===== config.mk =====
export PLATFORM = sky130hd
export DESIGN_NAME = world_to_screen_projection
export DESIGN_NICKNAME = d
export VERILOG_FILES = /design/src/hdl/wtsp_pkg.sv /design/src/hdl/world_to_screen_projection.sv /design/src/hdl/wtsp_mul.sv /design/src/hdl/wtsp_div.sv
export SDC_FILE = /design/constraint.sdc
export NUM_CORES = 2
export LEC_CHECK = 0
export ABC_CLOCK_PERIOD_IN_PS = 9540
export BUFFER_PORTS_ARGS = -buffer_cell sky130_fd_sc_hd__buf_4
export CORE_ASPECT_RATIO = 1.1
export CORE_MARGIN = 2
export CORE_UTILIZATION = 43
export CTS_BUF_LIST = sky130_fd_sc_hd__clkbuf_2 sky130_fd_sc_hd__clkbuf_4 sky130_fd_sc_hd__clkbuf_8
export CTS_CLUSTER_DIAMETER = 100
export DETAILED_ROUTE_END_ITERATION = 6
export HOLD_SLACK_MARGIN = 0.15
export SLEW_MARGIN = 25
export SYNTH_ARGS = -nofsm -noshare
export SYNTH_HDL_FRONTEND = slang
export SYNTH_HIERARCHICAL = 1
export SYNTH_SLANG_ARGS = --single-unit

===== constraint.sdc =====
create_clock -name clk -period 9.54 [get_ports clk]
set_input_delay 0 -clock clk [delete_from_list [all_inputs] [get_ports clk]]
set_output_delay 0 -clock clk [all_outputs]
set_load 0.01 [all_outputs]

===== src/hdl/wtsp_pkg.sv =====
`timescale 1ns / 1ps
// ----------------------------------------------------------------------------
// wtsp_pkg
// Shared types and constants of the world-to-screen projection block.
// ----------------------------------------------------------------------------
package wtsp_pkg;

  localparam int FRAC_BITS  = 16;
  localparam int COEF_COUNT = 12;
  localparam int COEF_W     = 32;
  localparam int IDX_W      = 4;
  localparam int MODE_W     = 2;
  localparam int SIZE_W     = 14;

  // matrix layout: row*3+axis, translation row starts at 9
  localparam logic [IDX_W-1:0] TRANS_BASE = 4'd9;

  localparam logic [MODE_W-1:0] MODE_COEF = 2'd0;
  localparam logic [MODE_W-1:0] MODE_HUD  = 2'd1;
  localparam logic [MODE_W-1:0] MODE_DISP = 2'd2;

  localparam logic CFG_WIDTH  = 1'b0;
  localparam logic CFG_HEIGHT = 1'b1;

  localparam logic [SIZE_W-1:0] HUD_WIDTH   = 14'd640;
  localparam logic [SIZE_W-1:0] HUD_HEIGHT  = 14'd480;
  localparam logic [SIZE_W-1:0] DISP_W_RST  = 14'd640;
  localparam logic [SIZE_W-1:0] DISP_H_RST  = 14'd480;

  // accumulator: three floor-shifted products plus translation, exact
  localparam int ACC_W = 66 - FRAC_BITS;
  // divider: |t| * 2^FRAC_BITS
  localparam int DIV_W     = COEF_W + FRAC_BITS;
  localparam int DIV_CNT_W = $clog2(DIV_W + 1);

  localparam int IN_DATA_W  = 136;
  localparam int OUT_DATA_W = 64;

  localparam logic signed [COEF_W-1:0] S32_MAX = 32'sh7fff_ffff;
  localparam logic signed [COEF_W-1:0] S32_MIN = 32'sh8000_0000;

  typedef enum logic [3:0] {
    ST_IDLE,
    ST_MUL,
    ST_ACC,
    ST_SAT,
    ST_CHK,
    ST_DST,
    ST_DIV,
    ST_SCL,
    ST_SCLW,
    ST_OUT
  } state_t;

  typedef struct packed {
    logic                start;
    logic [DIV_W-1:0]    num;
    logic [COEF_W-1:0]   den;
  } div_req_t;

  typedef struct packed {
    logic                done;
    logic [DIV_W-1:0]    quo;
  } div_rsp_t;

endpackage


===== src/hdl/world_to_screen_projection.sv =====
`timescale 1ns / 1ps
// A projection result is loaded into the output register after nine products, two divides
// and two scalings; zero depth skips the divides and scalings. The next beat is taken only
// after the result is loaded, so a stalled output also holds back the input.
// One shared 32x32 multiplier (nine products, two scalings) and a one-bit-per-cycle divider
// (32 + FRAC_BITS steps, run twice) do this work. Writes and unused modes stay in idle.
// Synchronous active-low reset clears the matrix and sets the display size to 640x480.
// ----------------------------------------------------------------------------
// world_to_screen_projection
// Camera matrix transform, perspective divide and screen scaling of a point.
// ----------------------------------------------------------------------------
module world_to_screen_projection (
  input  logic                             clk,
  input  logic                             rst_n,
  input  logic                             in_tvalid,
  output logic                             in_tready,
  // coef_index, coef_value, world_x, world_y, world_z, zero pad
  input  logic [wtsp_pkg::IN_DATA_W-1:0]   in_tdata,
  // mode
  input  logic [wtsp_pkg::MODE_W-1:0]      in_tuser,
  output logic                             out_tvalid,
  input  logic                             out_tready,
  // screen_x, screen_y
  output logic [wtsp_pkg::OUT_DATA_W-1:0]  out_tdata,
  // depth_zero
  output logic                             out_tuser,
  input  logic                             cfg_we,
  input  logic                             cfg_addr,
  input  logic [wtsp_pkg::SIZE_W-1:0]      cfg_wdata
);

  localparam int CW = wtsp_pkg::COEF_W;
  localparam int AW = wtsp_pkg::ACC_W;

  wtsp_pkg::state_t state_r, state_nxt;

  logic signed [CW-1:0] coef_r [wtsp_pkg::COEF_COUNT];
  logic [wtsp_pkg::SIZE_W-1:0] dw_r, dh_r;

  logic signed [CW-1:0] wx_r, wy_r, wz_r;
  logic                 hud_r;
  logic [1:0]           row_r, axis_r;
  logic                 coord_r;
  logic signed [AW-1:0] acc_r;
  logic signed [CW-1:0] tx_r, ty_r, tz_r, q_r, sx_r, sy_r;
  logic                 dz_r;

  logic                 out_tvalid_r;
  logic [wtsp_pkg::OUT_DATA_W-1:0] out_tdata_r;
  logic                 out_tuser_r;

  logic                 in_acc;
  logic [wtsp_pkg::MODE_W-1:0] in_mode;
  logic [wtsp_pkg::IDX_W-1:0]  in_idx;
  logic signed [CW-1:0] in_coef, in_wx, in_wy, in_wz;

  logic                 mul_scale;
  logic                 div_start;
  logic                 out_load;
  logic signed [CW-1:0] mul_a, mul_b;
  logic signed [2*CW-1:0] mul_p;
  logic [wtsp_pkg::IDX_W-1:0] coef_idx;
  logic signed [CW-1:0] w_sel;
  logic [wtsp_pkg::SIZE_W-1:0] size_sel;

  logic signed [CW-1:0] acc_sat, p_sat, q_sat, t_sel;
  logic [CW-1:0]        t_mag, tz_mag;
  logic                 q_neg;
  logic [wtsp_pkg::DIV_W-1:0] quo;

  wtsp_pkg::div_req_t div_req;
  wtsp_pkg::div_rsp_t div_rsp;

  assign in_mode = in_tuser;
  assign in_idx  = in_tdata[3:0];
  assign in_coef = in_tdata[35:4];
  assign in_wx   = in_tdata[67:36];
  assign in_wy   = in_tdata[99:68];
  assign in_wz   = in_tdata[131:100];
  assign in_acc  = in_tvalid && in_tready;

  // next state
  always_comb begin
    state_nxt = state_r;
    case (state_r)
      wtsp_pkg::ST_IDLE: begin
        if (in_acc && (in_mode == wtsp_pkg::MODE_HUD || in_mode == wtsp_pkg::MODE_DISP))
          state_nxt = wtsp_pkg::ST_MUL;
      end
      wtsp_pkg::ST_MUL:  state_nxt = wtsp_pkg::ST_ACC;
      wtsp_pkg::ST_ACC:  state_nxt = (row_r == 2'd2) ? wtsp_pkg::ST_SAT : wtsp_pkg::ST_MUL;
      wtsp_pkg::ST_SAT:  state_nxt = (axis_r == 2'd2) ? wtsp_pkg::ST_CHK : wtsp_pkg::ST_MUL;
      wtsp_pkg::ST_CHK:  state_nxt = (tz_r == '0) ? wtsp_pkg::ST_OUT : wtsp_pkg::ST_DST;
      wtsp_pkg::ST_DST:  state_nxt = wtsp_pkg::ST_DIV;
      wtsp_pkg::ST_DIV: begin
        if (div_rsp.done)
          state_nxt = wtsp_pkg::ST_SCL;
      end
      wtsp_pkg::ST_SCL:  state_nxt = wtsp_pkg::ST_SCLW;
      wtsp_pkg::ST_SCLW: state_nxt = coord_r ? wtsp_pkg::ST_OUT : wtsp_pkg::ST_DST;
      wtsp_pkg::ST_OUT: begin
        if (!out_tvalid_r || out_tready)
          state_nxt = wtsp_pkg::ST_IDLE;
      end
      default: state_nxt = wtsp_pkg::ST_IDLE;
    endcase
  end

  // control outputs
  always_comb begin
    in_tready = 1'b0;
    mul_scale = 1'b0;
    div_start = 1'b0;
    out_load  = 1'b0;
    case (state_r)
      wtsp_pkg::ST_IDLE: in_tready = 1'b1;
      wtsp_pkg::ST_SCL:  mul_scale = 1'b1;
      wtsp_pkg::ST_DST:  div_start = 1'b1;
      wtsp_pkg::ST_OUT:  out_load  = !out_tvalid_r || out_tready;
      default: ;
    endcase
  end

  always_ff @(posedge clk) begin
    if (!rst_n)
      state_r <= wtsp_pkg::ST_IDLE;
    else
      state_r <= state_nxt;
  end

  // matrix and display size
  always_ff @(posedge clk) begin
    if (!rst_n) begin
      for (int i = 0; i < wtsp_pkg::COEF_COUNT; i++)
        coef_r[i] <= '0;
      dw_r <= wtsp_pkg::DISP_W_RST;
      dh_r <= wtsp_pkg::DISP_H_RST;
    end else begin
      if (in_acc && in_mode == wtsp_pkg::MODE_COEF &&
          in_idx < wtsp_pkg::IDX_W'(wtsp_pkg::COEF_COUNT))
        coef_r[in_idx] <= in_coef;
      if (cfg_we) begin
        case (cfg_addr)
          wtsp_pkg::CFG_WIDTH:  dw_r <= cfg_wdata;
          wtsp_pkg::CFG_HEIGHT: dh_r <= cfg_wdata;
          default: ;
        endcase
      end
    end
  end

  // shared multiplier operand select
  assign coef_idx = wtsp_pkg::IDX_W'({2'b00, row_r} * 4'd3) + {2'b00, axis_r};

  always_comb begin
    case (row_r)
      2'd0:    w_sel = wx_r;
      2'd1:    w_sel = wy_r;
      default: w_sel = wz_r;
    endcase
  end

  always_comb begin
    if (hud_r)
      size_sel = coord_r ? wtsp_pkg::HUD_HEIGHT : wtsp_pkg::HUD_WIDTH;
    else
      size_sel = coord_r ? dh_r : dw_r;
  end

  assign mul_a = mul_scale ? q_r : w_sel;
  assign mul_b = mul_scale ? signed'({{(CW-wtsp_pkg::SIZE_W){1'b0}}, size_sel})
                           : coef_r[coef_idx];

  wtsp_mul u_mul (
    .clk (clk),
    .a_i (mul_a),
    .b_i (mul_b),
    .p_o (mul_p)
  );

  // saturation
  always_comb begin
    if (&acc_r[AW-1:CW-1] || ~|acc_r[AW-1:CW-1])
      acc_sat = acc_r[CW-1:0];
    else
      acc_sat = acc_r[AW-1] ? wtsp_pkg::S32_MIN : wtsp_pkg::S32_MAX;
    if (&mul_p[2*CW-1:CW-1] || ~|mul_p[2*CW-1:CW-1])
      p_sat = mul_p[CW-1:0];
    else
      p_sat = mul_p[2*CW-1] ? wtsp_pkg::S32_MIN : wtsp_pkg::S32_MAX;
  end

  // divider operands and quotient sign
  assign t_sel  = coord_r ? ty_r : tx_r;
  assign t_mag  = t_sel[CW-1] ? CW'(-t_sel) : CW'(t_sel);
  assign tz_mag = tz_r[CW-1] ? CW'(-tz_r) : CW'(tz_r);
  assign q_neg  = t_sel[CW-1] ^ tz_r[CW-1];

  assign div_req = {div_start, t_mag, {wtsp_pkg::FRAC_BITS{1'b0}}, tz_mag};

  wtsp_div u_div (
    .clk   (clk),
    .rst_n (rst_n),
    .req_i (div_req),
    .rsp_o (div_rsp)
  );

  assign quo = div_rsp.quo;

  always_comb begin
    if (q_neg) begin
      if (|quo[wtsp_pkg::DIV_W-1:CW] || (quo[CW-1] && |quo[CW-2:0]))
        q_sat = wtsp_pkg::S32_MIN;
      else
        q_sat = CW'(-quo[CW-1:0]);
    end else begin
      if (|quo[wtsp_pkg::DIV_W-1:CW-1])
        q_sat = wtsp_pkg::S32_MAX;
      else
        q_sat = quo[CW-1:0];
    end
  end

  // datapath
  always_ff @(posedge clk) begin
    case (state_r)
      wtsp_pkg::ST_IDLE: begin
        if (in_acc) begin
          wx_r    <= in_wx;
          wy_r    <= in_wy;
          wz_r    <= in_wz;
          hud_r   <= (in_mode == wtsp_pkg::MODE_HUD);
          row_r   <= 2'd0;
          axis_r  <= 2'd0;
          coord_r <= 1'b0;
          acc_r   <= AW'(coef_r[wtsp_pkg::TRANS_BASE]);
        end
      end
      wtsp_pkg::ST_ACC: begin
        acc_r <= acc_r + AW'(mul_p >>> wtsp_pkg::FRAC_BITS);
        row_r <= row_r + 2'd1;
      end
      wtsp_pkg::ST_SAT: begin
        case (axis_r)
          2'd0:    tx_r <= acc_sat;
          2'd1:    ty_r <= acc_sat;
          default: tz_r <= acc_sat;
        endcase
        row_r  <= 2'd0;
        axis_r <= axis_r + 2'd1;
        if (axis_r != 2'd2)
          acc_r <= AW'(coef_r[wtsp_pkg::TRANS_BASE + {2'b00, axis_r} + 4'd1]);
      end
      wtsp_pkg::ST_CHK: begin
        coord_r <= 1'b0;
        dz_r    <= (tz_r == '0);
        sx_r    <= '0;
        sy_r    <= '0;
      end
      wtsp_pkg::ST_DIV: begin
        if (div_rsp.done)
          q_r <= q_sat;
      end
      wtsp_pkg::ST_SCLW: begin
        if (coord_r)
          sy_r <= p_sat;
        else
          sx_r <= p_sat;
        coord_r <= 1'b1;
      end
      default: ;
    endcase
  end

  // output register
  always_ff @(posedge clk) begin
    if (!rst_n) begin
      out_tvalid_r <= 1'b0;
    end else if (out_load) begin
      out_tvalid_r <= 1'b1;
    end else if (out_tready) begin
      out_tvalid_r <= 1'b0;
    end
  end

  always_ff @(posedge clk) begin
    if (out_load) begin
      out_tdata_r <= {sy_r, sx_r};
      out_tuser_r <= dz_r;
    end
  end

  assign out_tvalid = out_tvalid_r;
  assign out_tdata  = out_tdata_r;
  assign out_tuser  = out_tuser_r;

endmodule


===== src/hdl/wtsp_mul.sv =====
`timescale 1ns / 1ps
// ----------------------------------------------------------------------------
// wtsp_mul
// Shared signed 32x32 multiplier with registered 64-bit product.
// ----------------------------------------------------------------------------
module wtsp_mul (
  input  logic                               clk,
  input  logic signed [wtsp_pkg::COEF_W-1:0] a_i,
  input  logic signed [wtsp_pkg::COEF_W-1:0] b_i,
  output logic signed [2*wtsp_pkg::COEF_W-1:0] p_o
);

  logic signed [2*wtsp_pkg::COEF_W-1:0] p_r;

  always_ff @(posedge clk) begin
    p_r <= a_i * b_i;
  end

  assign p_o = p_r;

endmodule


===== src/hdl/wtsp_div.sv =====
`timescale 1ns / 1ps
// ----------------------------------------------------------------------------
// wtsp_div
// Unsigned restoring divider, one quotient bit per cycle.
// ----------------------------------------------------------------------------
module wtsp_div (
  input  logic                 clk,
  input  logic                 rst_n,
  input  wtsp_pkg::div_req_t   req_i,
  output wtsp_pkg::div_rsp_t   rsp_o
);

  logic [wtsp_pkg::DIV_W-1:0]     quo_r;
  logic [wtsp_pkg::COEF_W:0]      rem_r;
  logic [wtsp_pkg::COEF_W-1:0]    den_r;
  logic [wtsp_pkg::DIV_CNT_W-1:0] cnt_r;
  logic                           busy_r;
  logic                           done_r;

  logic [wtsp_pkg::COEF_W:0]      rem_sh;
  logic                           fits;

  assign rem_sh = {rem_r[wtsp_pkg::COEF_W-1:0], quo_r[wtsp_pkg::DIV_W-1]};
  assign fits   = rem_sh >= {1'b0, den_r};

  always_ff @(posedge clk) begin
    if (!rst_n) begin
      busy_r <= 1'b0;
      done_r <= 1'b0;
      cnt_r  <= '0;
    end else begin
      done_r <= 1'b0;
      if (req_i.start) begin
        busy_r <= 1'b1;
        cnt_r  <= '0;
      end else if (busy_r) begin
        cnt_r <= cnt_r + 1'b1;
        if (cnt_r == wtsp_pkg::DIV_CNT_W'(wtsp_pkg::DIV_W - 1)) begin
          busy_r <= 1'b0;
          done_r <= 1'b1;
        end
      end
    end
  end

  always_ff @(posedge clk) begin
    if (req_i.start) begin
      quo_r <= req_i.num;
      den_r <= req_i.den;
      rem_r <= '0;
    end else if (busy_r) begin
      quo_r <= {quo_r[wtsp_pkg::DIV_W-2:0], fits};
      rem_r <= fits ? rem_sh - {1'b0, den_r} : rem_sh;
    end
  end

  assign rsp_o.done = done_r;
  assign rsp_o.quo  = quo_r;

endmodule


==> results_dict.tcl <==
set metrics [dict create \
    cp_slowest_stage_delay_ps 630 \
    drc_errors 46 \
    drtIter0Drc 4667 \
    arrival_ps 10700 \
    startpoint "axis_r[1]" \
    clock_sinks 1139 \
    die_h_um 482 \
    area_growth_syn_to_layout_pct 20.1 \
    avgViaCountPerCell 5.37 \
    routed_wl_mm 279 \
    final_nets 10300 \
    syn_area_mm2 0.0894 \
    initial_core_util 0.433 \
    period_minus_slack_ps 9850 \
    whs_path_depth 4 \
    drive_gt1_frac 0.189 \
    period_share 1.03 \
    slew_headroom 0.276 \
    wl_per_cell_um 23.8 \
    crit_type "flip-flop to flip-flop" \
    ys_types 127 \
    ctsRootBufferMaster "clkbuf_8" \
    timing.fmax_mhz 102 \
    required_ps 10390 \
    path_clk_slew_ps 60 \
    gpl.final_weighted_congestion 0.977 \
    io_buffers 220 \
    cpMaxStageDelayCell "fa_1" \
    crit_fanout 6 \
    min_from "in_tvalid" \
    fin_worst_skew_ps 64.7 \
    reg2reg_slack_ps -310 \
    final_cells 11700 \
    antenna_left 0 \
    drv_cap 0 \
    hold_viol 0 \
    grt_start_max_net_pins 72 \
    post-dp-hpwl_mm 211 \
    ys_seq_area_frac 0.367 \
    avgSynthCellArea_um2 11.5 \
    synth_edf_count 1002 \
    placed_cells 11000 \
    violations "DRC, setup timing" \
    first_pass_iters 7 \
    rows 175 \
    crit_path_start_kind "flip-flop" \
    async_reset_ff_frac 0 \
    grt_pass1_vias 67400 \
    status "finished with violations" \
    setup_viol 24 \
    crit-reg2reg-launch "axis_r[1]" \
    post-route-util 0.520 \
    synth_seq_cells 1139 \
    core_mm2 0.207 \
    clockBufferDepth 3 \
    tightest_slew_ps 1070 \
    maxSlewViolCount 0 \
    antenna_found_initial 14 \
    overflow 0 \
    tns_ps -3520 \
    die_w_um 439 \
    hold_path_end "axis_r[0]" \
    ys.flop_type "edfxtp_1" \
    cp_common_cell "fa_1" \
    syn_inst 7806 \
    die_area_mm2 0.212 \
    setup_slack_ps -312 \
    dp_slack_ps -619 \
    end_kind "flip-flop" \
    ys_warn_count 6 \
    grt_util_all_layers 0.267 \
    clk_latency_ps 960 \
    rsz0062_at_grt "yes" \
    r2r_cells 32 \
    numCtsBuffers 193 \
    cts_tree "built" \
    io_pins 225 \
    routed-via-count 62800 \
    htree_levels 4 \
    grt_pass1_wl_mm 422 \
    hp-class "primary input to flip-flop" \
    timing.rr.end "u_mul/p_o[63]" \
]
final cells by class:
cell class	instances	area, um2
Fill cell	18000	99300
Multi-Input combinational cell	5302	53000
Sequential cell	1139	32800
Timing Repair Buffer	1115	10400
Inverter	1041	3930
Tap cell	2743	3430
Clock buffer	272	3310
Clock inverter	78	518
Antenna cell	11	27.5
cell families (layout without fill, tap and decap cells):
| kind of cell | after synthesis | in the layout | share of synthesized area |
|---|---|---|---|
| AO/OA/AOI/OAI | 918 | 921 | 0.0694 |
| multiplexers | 285 | 285 | 0.0595 |
| XOR/XNOR | 196 | 196 | 0.0193 |
| flip-flops | 1139 | 1139 | 0.367 |
| other | 1 | 155 | 0.0000419 |
| buffers and inverters | 1511 | 2506 | 0.0652 |
| adder cells (fa/ha/maj) | 1365 | 1365 | 0.282 |
| AND/OR/NAND/NOR | 2391 | 2391 | 0.137 |
flip-flops by register name, indices dropped and copies added, names as in the netlist, 2 cells and up:
| name | count |
|---|---|
| coef_r | 512 |
| sx_r | 32 |
| dh_r | 14 |
| u_div/den_r | 32 |
| state_r | 4 |
| u_div/cnt_r | 6 |
| u_div/rem_r | 32 |
| tz_r | 32 |
| row_r | 2 |
| wx_r | 32 |
| u_mul/p_o | 64 |
| acc_r | 50 |
| u_div/quo_r | 48 |
| tx_r | 32 |
| out_tdata | 64 |
| sy_r | 32 |
| ty_r | 32 |
| axis_r | 2 |
| dw_r | 14 |
| wz_r | 32 |
| wy_r | 32 |
| q_r | 32 |
worst max-delay path: cells and delay by family (launching register included):
family          cells  cell delay [ps]
buf+inv             8              940
flops               1              410
fa+ha+maj          12             5750
compound gates      5              890
simple gates        5              880
mux                 2              890
synth_stat cells (10+ instances only):
library cell / count / area (um2)
nor2_1: 241 / 905
o21a_1: 52 / 390
fa_1: 1086 / 21700
buf_1: 31 / 116
o31ai_1: 32 / 240
edfxtp_1: 1002 / 30100
and2_1: 829 / 5190
ha_1: 279 / 3490
a21o_1: 106 / 796
a21boi_0: 11 / 82.6
a22oi_1: 33 / 248
mux4_2: 192 / 4320
nand2b_1: 43 / 269
nand2_1: 850 / 3190
clkbuf_1: 411 / 1540
or2_2: 10 / 62.6
dfxtp_1: 137 / 2740
mux2i_1: 41 / 410
xor2_1: 66 / 578
nor2b_1: 35 / 219
a211oi_1: 18 / 135
o21ai_1: 27 / 135
buf_2: 13 / 65.1
or3_1: 21 / 131
a311oi_1: 25 / 219
and3_1: 124 / 776
inv_1: 1038 / 3900
o211ai_1: 14 / 105
nand4_1: 49 / 307
xnor2_1: 129 / 1130
o41ai_1: 18 / 158
nand3_1: 38 / 190
o21ai_0: 167 / 836
a31oi_1: 53 / 332
nor3_1: 61 / 305
mux2_2: 51 / 574
nor4_1: 25 / 156
o21bai_1: 23 / 173
o311ai_1: 23 / 201
a21oi_1: 205 / 1030
nor3b_1: 10 / 75.1
cell usage in the layout, fill, tap and decap left out, types with 106 or more instances in the layout:
master	count
fa_1	1060
inv_1	1028
edfxtp_1	1002
nand2_1	833
and2_1	816
buf_4	692
dlygate4sd3_1	319
ha_1	257
nor2_1	224
clkbuf_8	202
mux4_2	192
a21oi_1	181
o21ai_0	146
conb_1	144
dfxtp_1	135
and3_1	119
xnor2_1	118
a21o_1	106
metrics by stage:
step,hold WS [ps],cell area (um2)
4_1_cts,166,107000
6_report,294,107000
3_3_place_gp,180,99000
2_1_floorplan,98.9,90100
3_5_place_dp,180,99000
5_1_grt,239,107000
per-layer routing:
layer,track usage,up-vias,part of all wire
li1,-,27800,-
met3,0.0443,478,0.062
met1,0.335,32300,0.40
met4,0.124,0,0.050
met5,0,-,0
met2,0.451,2184,0.49
repair_timing:
item / CTS / global route
pin swaps: 48 / 47
setup endpoints to repair: 37 / 43
hold endpoints to repair: 967 / 0
buffers inserted: 16 / 12
hold buffers: 319 / 0
cloned: 4 / 0
resized for setup: 118 / 95
how the worst max path moves through the flow:
| stage | endpoint | slack, ps | cells after the start |
|---|---|---|---|
| 2_1_floorplan | u_mul/p_o[63] | -110 | 33 |
| 3_3_place_gp | u_mul/p_o[63] | -490 | 33 |
| 3_5_place_dp | u_mul/p_o[63] | -620 | 33 |
| 4_1_cts | u_mul/p_o[63] | -330 | 35 |
| 5_1_grt | u_mul/p_o[63] | -640 | 36 |
| 6_report | u_mul/p_o[63] | -310 | 32 |
Power is left out: the tool's default activity adds up to more than one toggle a clock period on the data nets, which glitch-free logic cannot reach.
